`src/bcdrtc_pkg.sv`:
```
`default_nettype none
// ----------------------------------------------------------------------------
// bcdrtc_pkg: shared constants and calendar tables
// Field widths, epoch constants and month tables for the BCD clock
// snapshot to epoch seconds converter.
// ----------------------------------------------------------------------------
package bcdrtc_pkg;

  localparam int unsigned EPOCH_W = 38;
  localparam int unsigned DAYS_W  = 22;
  localparam int unsigned TOD_W   = 17;

  localparam logic [14:0] EPOCH_YEAR         = 15'd1970;
  // Gregorian leap years in 1..1969
  localparam logic [11:0] LEAPS_BEFORE_EPOCH = 12'd477;
  localparam logic [16:0] SECS_PER_DAY       = 17'd86400;
  localparam logic [8:0]  DAYS_PER_YEAR      = 9'd365;
  localparam logic [3:0]  BCD_MAX            = 4'd9;
  localparam logic [3:0]  MONTH_FEB          = 4'd2;

  // Days in a common year before the first of the month
  function automatic logic [8:0] cum_days(input logic [3:0] mon);
    logic [8:0] d;
    case (mon)
      4'd1:    d = 9'd0;
      4'd2:    d = 9'd31;
      4'd3:    d = 9'd59;
      4'd4:    d = 9'd90;
      4'd5:    d = 9'd120;
      4'd6:    d = 9'd151;
      4'd7:    d = 9'd181;
      4'd8:    d = 9'd212;
      4'd9:    d = 9'd243;
      4'd10:   d = 9'd273;
      4'd11:   d = 9'd304;
      4'd12:   d = 9'd334;
      default: d = 9'd0;
    endcase
    return d;
  endfunction

  // Month length in a common year
  function automatic logic [4:0] month_len(input logic [3:0] mon);
    logic [4:0] l;
    case (mon)
      4'd2:    l = 5'd28;
      4'd4:    l = 5'd30;
      4'd6:    l = 5'd30;
      4'd9:    l = 5'd30;
      4'd11:   l = 5'd30;
      default: l = 5'd31;
    endcase
    return l;
  endfunction

endpackage
`default_nettype wire

```
`src/bcd_rtc_to_epoch_seconds.sv`:
```
`default_nettype none
// ----------------------------------------------------------------------------
// bcd_rtc_to_epoch_seconds: BCD clock snapshot to seconds since 1970
// One beat on the in_ channel carries a full snapshot of the raw clock
// registers (year, month, day, hour, minute, second, all BCD). One beat on
// the out_ channel returns the seconds since 1970-01-01 00:00:00 and an
// error flag; on error the seconds are zero.
// The input register loads at the accepting edge, then the decode register (day
// count and time of day), then the result register, fed by the days-times-86400
// multiply.
// Throughput is one beat per cycle while out_stall is low; each stage refills
// in the cycle it empties, so in_stall rises only when all three stages hold
// data and the receiver stalls.
// While out_stall is high the result beat holds; upstream stages keep
// accepting until full.
// Reset (rst_n low, synchronous) empties all stages; the data registers are not reset.
// ----------------------------------------------------------------------------
module bcd_rtc_to_epoch_seconds
  import bcdrtc_pkg::*;
(
  input  wire logic               clk,
  input  wire logic               rst_n,
  input  wire logic               in_valid,
  output      logic               in_stall,
  input  wire logic [15:0]        in_year_bcd,
  input  wire logic [7:0]         in_month_reg,
  input  wire logic [7:0]         in_day_reg,
  input  wire logic [7:0]         in_hour_reg,
  input  wire logic [7:0]         in_minute_reg,
  input  wire logic [7:0]         in_second_reg,
  output      logic               out_valid,
  input  wire logic               out_stall,
  output      logic [EPOCH_W-1:0] out_epoch_seconds,
  output      logic               out_range_error
);

  // Flow control
  logic s1_vld_r, s2_vld_r, out_vld_r;
  logic s1_adv, s2_adv, out_adv;

  assign out_adv  = !out_vld_r || !out_stall;
  assign s2_adv   = !s2_vld_r || out_adv;
  assign s1_adv   = !s1_vld_r || s2_adv;
  assign in_stall = !s1_adv;

  // Input register
  logic [15:0] s1_year_r;
  logic [7:0]  s1_month_r, s1_day_r, s1_hour_r, s1_min_r, s1_sec_r;

  always_ff @(posedge clk) begin
    if (!rst_n) begin
      s1_vld_r <= 1'b0;
    end else if (s1_adv) begin
      s1_vld_r <= in_valid;
    end
    if (s1_adv && in_valid) begin
      s1_year_r  <= in_year_bcd;
      s1_month_r <= in_month_reg;
      s1_day_r   <= in_day_reg;
      s1_hour_r  <= in_hour_reg;
      s1_min_r   <= in_minute_reg;
      s1_sec_r   <= in_second_reg;
    end
  end

  // Decode stage
  logic [3:0]  yd3, yd2, yd1, yd0;
  logic [7:0]  cent, yy;
  logic [14:0] year_bin;
  logic        leap, year_ok;
  logic [4:0]  mon5;
  logic [3:0]  mon;
  logic        mon_ok;
  logic [5:0]  day_val;
  logic [4:0]  mlen;
  logic        day_ok;
  logic [7:0]  hour_val, min_val, sec_val;
  logic        hour_ok, min_ok, sec_ok;
  logic        err_nxt;
  logic [8:0]  doy;
  logic [12:0] yoff;
  logic [11:0] leaps;
  logic [DAYS_W-1:0] days_nxt;
  logic [TOD_W-1:0]  tod_nxt;

  assign yd3 = s1_year_r[15:12];
  assign yd2 = s1_year_r[11:8];
  assign yd1 = s1_year_r[7:4];
  assign yd0 = s1_year_r[3:0];

  assign cent     = 8'(yd3) * 8'd10 + 8'(yd2);
  assign yy       = 8'(yd1) * 8'd10 + 8'(yd0);
  assign year_bin = 15'(cent) * 15'd100 + 15'(yy);
  // Century years are leap only when the century is a multiple of four
  assign leap     = (yy != 8'd0) ? (yy[1:0] == 2'd0) : (cent[1:0] == 2'd0);
  assign year_ok  = (yd3 <= BCD_MAX) && (yd2 <= BCD_MAX) && (yd1 <= BCD_MAX) &&
                    (yd0 <= BCD_MAX) && (year_bin >= EPOCH_YEAR);

  assign mon5   = (s1_month_r[4] ? 5'd10 : 5'd0) + 5'(s1_month_r[3:0]);
  assign mon    = mon5[3:0];
  assign mon_ok = (s1_month_r[3:0] <= BCD_MAX) && (mon5 >= 5'd1) && (mon5 <= 5'd12);

  assign day_val = 6'(s1_day_r[5:4]) * 6'd10 + 6'(s1_day_r[3:0]);
  assign mlen    = month_len(mon) + 5'((leap && (mon == MONTH_FEB)) ? 1 : 0);
  assign day_ok  = (s1_day_r[3:0] <= BCD_MAX) && (day_val >= 6'd1) &&
                   (day_val <= 6'(mlen));

  assign hour_val = 8'(s1_hour_r[7:4]) * 8'd10 + 8'(s1_hour_r[3:0]);
  assign min_val  = 8'(s1_min_r[7:4]) * 8'd10 + 8'(s1_min_r[3:0]);
  assign sec_val  = 8'(s1_sec_r[7:4]) * 8'd10 + 8'(s1_sec_r[3:0]);
  assign hour_ok  = (s1_hour_r[7:4] <= BCD_MAX) && (s1_hour_r[3:0] <= BCD_MAX) &&
                    (hour_val <= 8'd23);
  assign min_ok   = (s1_min_r[7:4] <= BCD_MAX) && (s1_min_r[3:0] <= BCD_MAX) &&
                    (min_val <= 8'd59);
  assign sec_ok   = (s1_sec_r[7:4] <= BCD_MAX) && (s1_sec_r[3:0] <= BCD_MAX) &&
                    (sec_val <= 8'd59);

  assign err_nxt = !(year_ok && mon_ok && day_ok && hour_ok && min_ok && sec_ok);

  assign doy  = cum_days(mon) + 9'((leap && (mon > MONTH_FEB)) ? 1 : 0) +
                9'(day_val) - 9'd1;
  assign yoff = 13'(year_bin - EPOCH_YEAR);
  // Leap days in 1970..year-1: 24*century + yy/4 + century/4, less this year's own and those before 1970
  assign leaps = 12'(cent) * 12'd24 + 12'(yy[7:2]) + 12'(cent[7:2]) -
                 12'(leap) - LEAPS_BEFORE_EPOCH;

  always_comb begin
    days_nxt = 22'(yoff) * 22'(DAYS_PER_YEAR) + 22'(leaps) + 22'(doy);
    tod_nxt  = 17'(hour_val[4:0]) * 17'd3600 + 17'(min_val[5:0]) * 17'd60 +
               17'(sec_val[5:0]);
    // Zero the operands on error so the product is zero too
    if (err_nxt) begin
      days_nxt = '0;
      tod_nxt  = '0;
    end
  end

  logic              s2_err_r;
  logic [DAYS_W-1:0] s2_days_r;
  logic [TOD_W-1:0]  s2_tod_r;

  always_ff @(posedge clk) begin
    if (!rst_n) begin
      s2_vld_r <= 1'b0;
    end else if (s2_adv) begin
      s2_vld_r <= s1_vld_r;
    end
    if (s2_adv && s1_vld_r) begin
      s2_err_r  <= err_nxt;
      s2_days_r <= days_nxt;
      s2_tod_r  <= tod_nxt;
    end
  end

  // Result stage
  logic [EPOCH_W-1:0] prod;
  logic [EPOCH_W-1:0] epoch_nxt;
  logic [EPOCH_W-1:0] epoch_r;
  logic               err_r;

  assign prod      = EPOCH_W'(s2_days_r) * EPOCH_W'(SECS_PER_DAY);
  assign epoch_nxt = prod + EPOCH_W'(s2_tod_r);

  always_ff @(posedge clk) begin
    if (!rst_n) begin
      out_vld_r <= 1'b0;
    end else if (out_adv) begin
      out_vld_r <= s2_vld_r;
    end
    if (out_adv && s2_vld_r) begin
      epoch_r <= epoch_nxt;
      err_r   <= s2_err_r;
    end
  end

  assign out_valid         = out_vld_r;
  assign out_epoch_seconds = epoch_r;
  assign out_range_error   = err_r;

  // Checks
  a_err_zero: assert property (@(posedge clk) disable iff (!rst_n)
    (out_valid && out_range_error) |-> (out_epoch_seconds == '0))
    else $error("error beat carries non-zero seconds");

  a_max_secs: assert property (@(posedge clk) disable iff (!rst_n)
    (out_valid && !out_range_error) |-> (out_epoch_seconds <= 38'd253402300799))
    else $error("seconds beyond 9999-12-31 23:59:59");

  a_stall_full: assert property (@(posedge clk) disable iff (!rst_n)
    in_stall |-> (s1_vld_r && s2_vld_r && out_vld_r && out_stall))
    else $error("input stalled with a free stage");

  a_reset_empty: assert property (@(posedge clk)
    !rst_n |=> (!out_valid && !s1_vld_r && !s2_vld_r))
    else $error("pipeline not empty after reset");

endmodule
`default_nettype wire
```
`config.mk`:
```
export PLATFORM = sky130hd
export DESIGN_NAME = bcd_rtc_to_epoch_seconds
export DESIGN_NICKNAME = d
export VERILOG_FILES = /design/src/bcdrtc_pkg.sv /design/src/bcd_rtc_to_epoch_seconds.sv
export SDC_FILE = /design/constraint.sdc
export NUM_CORES = 1
export LEC_CHECK = 0
export ABC_AREA = 0
export BUFFER_PORTS_ARGS = -buffer_cell sky130_fd_sc_hd__buf_2
export CELL_PAD_IN_SITES_DETAIL_PLACEMENT = 1
export CELL_PAD_IN_SITES_GLOBAL_PLACEMENT = 2
export CORE_MARGIN = 1
export CORE_UTILIZATION = 45
export CTS_CLUSTER_SIZE = 12
export DETAILED_ROUTE_END_ITERATION = 8
export HOLD_SLACK_MARGIN = 0.1
export PLACE_DENSITY_LB_ADDON = 0.1
export SLEW_MARGIN = 5
export SYNTH_ARGS = -nofsm -noshare
export SYNTH_HDL_FRONTEND = slang
export SYNTH_SLANG_ARGS = --single-unit
```
`constraint.sdc`:
```
create_clock -name clk -period 18.5 [get_ports clk]
set_input_delay 0.925 -clock clk [delete_from_list [all_inputs] [get_ports clk]]
set_output_delay 0.925 -clock clk [all_outputs]
set_load 0.02 [all_outputs]
```
==> run summary, run 1 <==
The flow ran to the end, and the final reports show no timing, DRC or antenna violations. For the worst-skew pair, the clock arrives at the later sink with an insertion delay of 0.45 ns. Delay of the slowest cell on the worst path: 0.70 ns.

STA classifies the critical path endpoint as a flop. The DRC violation count after routing is 0. The logs give 0.0998 GHz for the timing-limited maximum frequency and 2496 for the final net count. Once placement finished, the instance area stood at 19300 µm². Setup violations remaining at the end of the flow were counted as 0. After synthesis, the cell types taking the most area are sky130_fd_sc_hd__ha_1 (25%), sky130_fd_sc_hd__edfxtp_1 (21%), sky130_fd_sc_hd__fa_1 (17%), sky130_fd_sc_hd__inv_1 (7.7%), sky130_fd_sc_hd__xnor2_1 (5.1%). For the global-route wire length before repair, the log shows 64500 µm. The distinct cell type count after synthesis is 81. Setup repair after global routing left no endpoint under its margin.

The flop-to-flop setup slack came out at 8.48 ns. The tools report the overall overflow remaining after global route as 0. The worst reg2reg path depth is 35. Once detail routing completed, the nets flagged for antenna violations numbered 0.

Counting flops with a built-in enable in the synthesized netlist gives 130. The transition time of the tightest slew-check pin works out to 0.922 ns. After synthesis the cells add up to 18200 µm².

CTS built an H-tree with a depth of 4. The average instance in the mapped netlist occupies 10.0 µm². The worst setup path is launched from a flop.

In this run, post-CTS repair resized a total of 0 instances. The slowest stage of the critical path belongs to the cell sky130_fd_sc_hd__a21oi_1. The tools report the via count of the first global-routing pass as 13600. The run gives 0.807 as the final weighted congestion in routability-driven placement. The proportion of netlist area held by the largest area contributor is 0.250. In this run the worst hold path is classified as reg -> reg. The final hold violation count is 0.

In this run the worst setup path begins at s1_year_r[13]. For the worst setup path, the data required time is 18.81 ns. For this run, the leading register cell type out of synthesis is sky130_fd_sc_hd__edfxtp_1.

In this run the worst setup path terminates at s2_days_r[21]. The top fanout value on the critical path is 5, and the diode insertion count for antenna repair is 0. For this run, the detailed router's first-pass iteration total came to 4. The slack of the critical path is 8.48 ns, and the placed wire-length estimate after detailed placement is 32700 µm.

The tools report the number of CTS-inserted buffers as 17. From synthesis to final layout, the design area changed by 9.51%. Clock-pin slew was measured on the worst setup and hold paths at 0.06 ns. After synthesis the netlist holds a flip-flop and latch count of 133. Pin placement for this block handled 101 I/O pins. Hold is met by 0.422 ns. The number of slew-limit violations in the final report was 0. In this run the clock root is driven by a sky130_fd_sc_hd__clkbuf_16. The floorplan step defined a die boundary enclosing 41200 µm².

The initial antenna violation count was 0. The average wire length per cell after detail routing was 15.3 µm; the max capacitance violation total was 0. The final cycle utilization of the critical path was 0.542; the total global routing track utilization was 0.194. The startpoint of the worst register-to-register path is s1_year_r[13]. Buffers inserted to repair hold after CTS numbered 0.

The effective utilization at floorplan was 0.456; the proportion of synthesized flip-flops having asynchronous set or reset was 0. The tools report the number of nets in the synthesized netlist as 2390. The run gives 37600 µm as the sum of routed wire length over all layers.

Detailed routing inserted a total of 12400 vias. The start-to-end type of the worst setup path was reg -> reg. Entering global routing, the biggest net connects 52 pins. The most numerous cell in the Yosys netlist was sky130_fd_sc_hd__inv_1.

Share of post-route cells with drive strength above 1: 0.0826. The commonest cells after synthesis are sky130_fd_sc_hd__inv_1 (372), sky130_fd_sc_hd__ha_1 (363), sky130_fd_sc_hd__fa_1 (150). For the sink count of the clock tree, the log shows 133. The overall die height is 203 µm. At the worst endpoint, the arrival time is 10.33 ns.

OpenSTA, run right after detailed placement, puts the worst setup slack at 8.52 ns. After floorplanning, the core was divided into 73 placement rows. TritonCTS built the clock tree. In this run the post-CTS setup repair buffer count came out at 0. The critical path's most frequent cell was sky130_fd_sc_hd__fa_1. The count of input and output buffers is 95, and the post-route standard cell area excluding fillers is 19900 µm². Capturing point of the worst reg2reg path: s2_days_r[21]. The tools report the headroom to the max-slew limit as 0.384. The run gives 0.218 as the share of synthesized area occupied by flip-flops and latches.

The detailed router finished its first iteration with 266 violations. Counting every instance in the synthesized netlist gives 1817. The worst-case clock skew is 0.0136 ns, and the total number of yosys warnings is 0.

The aggregate negative setup slack is 0 ns. After floorplanning, the core was sized to cover 39800 µm². sky130_fd_sc_hd__ha_1 takes more of the synthesized area than any other cell.

In this run the deepest clock path goes through 2 buffers. The die extent in x was 203 µm; the post-layout minimum cycle time was 10.02 ns. After detailed routing, the number of vias per cell comes to 5.05.
[through the flow]
stage | util | instances
finish | 0.500 | 2461
global route | 0.500 | 2461
CTS | 0.500 | 2461
detailed placement | 0.485 | 2429
global placement | 0.485 | 2429
floorplan | - | 1817
[routing by layer]
metal	routed length, µm	vias up	part of all wire	track usage
met5	0	-	0	0
met4	450	0	0.012	0.0513
met3	614	30	0.016	0.0257
met2	19100	93	0.51	0.358
met1	17500	5993	0.46	0.236
li1	-	6311	-	-
[worst min-delay path by stage]
stage	from	end	cells after the start
after floorplan	s2_tod_r[0]	out_epoch_seconds[0]	0
after global placement	s2_err_r	out_range_error	0
after detailed placement	s2_tod_r[4]	out_epoch_seconds[4]	0
after CTS	s2_tod_r[3]	out_epoch_seconds[3]	0
after global routing	s2_err_r	out_range_error	0
final	s2_tod_r[3]	out_epoch_seconds[3]	0
[critical path, delay by kind of cell, from the launching register on]
kind                       cells  cell delay (ns)
adders and majority gates     11             4.57
AOI/OAI and AO/OA              9             2.18
buffers and inverters          5             0.33
and+or+nand+nor                6             1.29
DFF                            1             0.46
xor gates and xnor gates       4             1.05
[flip-flops by register name, summed over array words and instances, names as in the netlist]
name / count
out_range_error: 1
s1_vld_r: 1
s1_month_r: 5
s2_days_r: 22
s2_vld_r: 1
s2_err_r: 1
s1_year_r: 16
s1_hour_r: 8
out_epoch_seconds: 38
out_valid: 1
s2_tod_r: 17
s1_day_r: 6
s1_min_r: 8
s1_sec_r: 8
[cell families after synthesis]
family | Yosys count | share of synthesized area
buffers and inverters | 386 | 0.0799
multiplexers | 7 | 0.00468
AND/OR/NAND/NOR | 301 | 0.0907
flip-flops | 133 | 0.218
other | 1 | 0.000206
XOR/XNOR | 165 | 0.0803
adder cells (fa/ha/maj) | 514 | 0.416
AO/OA/AOI/OAI | 310 | 0.111
[cell type report]
class / instances / area, µm²
flip-flops and latches: 133 / 3960
clock buffers: 22 / 474
repair buffers: 101 / 520
well taps: 525 / 657
clock inverters: 10 / 100
multi-input cells: 1298 / 12800
fillers: 4471 / 19900
inverters: 372 / 1400
[layout by cell type, fill, tap and decap left out, types with 4 or more instances in the layout]
| cell type | netlist | routed |
|---|---|---|
| sky130_fd_sc_hd__nor2b_1 | 25 | 23 |
| sky130_fd_sc_hd__nand3_1 | 25 | 25 |
| sky130_fd_sc_hd__nor3b_1 | 5 | 5 |
| sky130_fd_sc_hd__nand2b_1 | 18 | 18 |
| sky130_fd_sc_hd__clkinvlp_4 | 0 | 4 |
| sky130_fd_sc_hd__buf_4 | 0 | 6 |
| sky130_fd_sc_hd__nor2_1 | 47 | 47 |
| sky130_fd_sc_hd__o31ai_1 | 6 | 6 |
| sky130_fd_sc_hd__buf_2 | 3 | 95 |
| sky130_fd_sc_hd__o21ai_0 | 48 | 48 |
| sky130_fd_sc_hd__clkbuf_16 | 0 | 17 |
| sky130_fd_sc_hd__a21oi_1 | 106 | 106 |
| sky130_fd_sc_hd__a31oi_1 | 8 | 7 |
| sky130_fd_sc_hd__inv_1 | 372 | 372 |
| sky130_fd_sc_hd__o21bai_1 | 24 | 24 |
| sky130_fd_sc_hd__and2_1 | 41 | 41 |
| sky130_fd_sc_hd__nor3_1 | 16 | 16 |
| sky130_fd_sc_hd__nand3b_1 | 5 | 5 |
| sky130_fd_sc_hd__a21o_1 | 44 | 44 |
| sky130_fd_sc_hd__mux2i_1 | 4 | 4 |
| sky130_fd_sc_hd__or2_2 | 4 | 4 |
| sky130_fd_sc_hd__xnor2_1 | 105 | 105 |
| sky130_fd_sc_hd__nand4_1 | 9 | 9 |
| sky130_fd_sc_hd__o21ai_1 | 12 | 12 |
| sky130_fd_sc_hd__xor2_1 | 59 | 59 |
| sky130_fd_sc_hd__fa_1 | 150 | 150 |
| sky130_fd_sc_hd__nand2_1 | 67 | 67 |
| sky130_fd_sc_hd__ha_1 | 363 | 363 |
| sky130_fd_sc_hd__o21a_1 | 7 | 7 |
| sky130_fd_sc_hd__a211oi_1 | 9 | 9 |
| sky130_fd_sc_hd__edfxtp_1 | 130 | 130 |
| sky130_fd_sc_hd__or3_1 | 7 | 7 |
| sky130_fd_sc_hd__and3_1 | 11 | 11 |
Power of run 1 is not shown: default switching activity piles up to over one toggle a cycle in this logic, so the estimate is an artifact.
==> run 2: changes to the inputs <==
Settings changed: CORE_UTILIZATION 45 to 42.
Clock period 18.5 ns to 9.9 ns, I/O delays scaled along.
==> run 2 against run 1 <==
  * Maximum frequency up 7.7%
  * Non-clock buffer count up 3
  * Cell count up 2.2%
  * Clock skew down 0.0015 ns
  * Via count about the same
  * Global-route usage down 1.3 points
  * Cell area up 0.94%
  * Wire length about the same
  * Hold slack worse by 0.22 ns
  * Largest cell class unchanged
==> run summary, run 2 (same netlist as run 1, synthesis figures left out) <==
The run gives 0.0121 ns as the worst-case clock skew. The sink count of the clock tree is 133. Static timing analysis puts the maximum clock frequency at 0.107 GHz. The tools report the final net count as 2499.

The clock insertion delay at the later pin of the skew report is 0.47 ns, and the headroom to the max-slew limit is 0.519. The count of nets left with antenna violations once routing finished came out at 0. The site row count is 75, and the die outline area is 44100 µm².

In the routed layout, each cell is associated on average with a via count of 4.94. The number of buffers between clock root and the deepest sink was 2; the DRC violation count after routing was 0. TritonCTS built the clock tree. The run finished with clean final reports.

The layout filler cell count is 4726. For this design, the slowest cell found on the critical path is sky130_fd_sc_hd__fa_1. After floorplanning, the core was sized to cover 42300 µm². The overall die height is 210 µm. The congestion estimate from routability-driven global placement came to 0.816. The number of hold-repair buffers added at the cts stage was 0; the share of post-route cells with drive strength above 1 was 0.0887. Summed over all failing endpoints, the final setup total negative slack is 0 ns. In the layout the commonest cells are sky130_fd_sc_hd__inv_1 (372), sky130_fd_sc_hd__ha_1 (363), sky130_fd_sc_hd__fa_1 (150).

Clock-pin slew was measured on the worst setup and hold paths at 0.06 ns. Entering global routing, the biggest net connects 52 pins. The tools report the final hold violation count as 0. Area growth from synthesis to final layout: 10.5%. The count of input and output buffers is 95, and the H-tree depth is 4. The diode insertion count for antenna repair is 0, and the number of flip-flops under the largest register name is 38. Average wire length per cell after detail routing: 15.0 µm. Leaving out fill and tap cells, the most frequent cell in the layout is sky130_fd_sc_hd__inv_1. The number of slew-limit violations in the final report came out at 0. The total global routing track utilization is 0.182. Once detailed placement completed, the half-perimeter wirelength came to 32800 µm. The total overflow left after global routing is 0. Of all nets on the critical path, the largest fanout is 6. Via count of the first global-routing pass: 13500.

Setup repair after global routing left no endpoint under its margin. The tools report the root buffer selected by CTS as sky130_fd_sc_hd__clkbuf_16. For the total area of sequential cells, the log shows 3960 µm². The number of primary I/O pins was 101; the worst path arrival time was 9.62 ns. The register with the most flip-flops in the final layout is out_epoch_seconds. The run gives 64400 µm as the global-route wire length before repair. The worst setup path is captured at a flop. For the pin with the worst max-slew slack, the measured transition is 0.716 ns. The worst reg2reg path depth is 35.

Across all layers, the routed design uses 12400 vias. For this run, the detailed router's first-pass iteration total came to 4. The core occupancy in the finished layout is 0.475, and the final cycle utilization of the critical path is 0.940. The effective utilization at floorplan came out at 0.430. Counting the buffers created by CTS gives 17. Setup violations remaining at the end of the flow were counted as 0. The logs give 10.21 ns for the critical path required time and 12900 µm² for the total area of multi-input combinational cells. Start-to-end type of the worst setup path: reg -> reg. The die extent in x was 210 µm. Wires add up to 37600 µm. The max capacitance violation total is 0, and the delay of the slowest cell on the worst path is 0.53 ns. The worst setup path is launched from a flop. The tightest min-delay check is of the in -> reg type. The post-layout minimum cycle time came out at 9.31 ns.

In this run, the number of DRC markers left after iteration 0 of detailed routing was 273. The tools report the initial antenna violation count as 0. The number of cells on the worst hold path is 1. In the final layout, the registers with the most flip-flops are out_epoch_seconds x38, s2_days_r x22, s2_tod_r x17.
-- run 2: through the flow --
stage          std cells  hold slack, ns  setup slack [ns]  cell area [µm²]
6_report            2516           0.202             0.591            20100
5_1_grt             2516           0.167            0.0428            20100
4_1_cts             2515           0.155            0.0798            20000
3_5_place_dp        2483           0.406            0.0192            19400
3_3_place_gp        2483           0.405             0.277            19400
2_1_floorplan       1817           0.400             0.976            18200
-- run 2: worst paths after layout --
kind,start,end,slack (ns)
hold / removal,in_minute_reg[5],s1_min_r[5],0.20
setup / recovery,s1_year_r[14],s2_days_r[21],0.59
hold reg to reg,s2_tod_r[1],out_epoch_seconds[1],0.42
setup reg to reg,s1_year_r[14],s2_days_r[21],0.59
-- run 2: timing repair --
| item | in CTS | in global routing |
|---|---|---|
| resized for setup | 1 | 10 |
| endpoints found under the setup margin | 1 | 6 |
| pin swaps | 0 | 1 |
| buffers inserted | 0 | 1 |
-- run 2: worst max-delay path: cells and delay by family (launching register included) --
family                     cells  cell delay (ns)
AOI/OAI and AO/OA              8             1.39
xor gates and xnor gates       4             0.84
adders and majority gates     12             4.93
buffers and inverters          7             0.51
DFF                            1             0.47
and+or+nand+nor                4             1.00
-- run 2: metal layers --
layer	up-vias	part of all wire	track usage
met4	0	0.012	0.0451
li1	6324	-	-
met1	5999	0.47	0.224
met3	25	0.017	0.0302
met2	88	0.50	0.328
met5	-	0	0
-- run 2: area by class of cell --
| class | instances | area share |
|---|---|---|
| Clock inverter | 12 | 0.00710 |
| Timing Repair Buffer | 104 | 0.0270 |
| Multi-Input combinational cell | 1298 | 0.640 |
| Inverter | 372 | 0.0695 |
| Clock buffer | 20 | 0.0227 |
| Sequential cell | 133 | 0.197 |
| Tap cell | 577 | 0.0359 |
Power of run 2 is left out for the same reason.
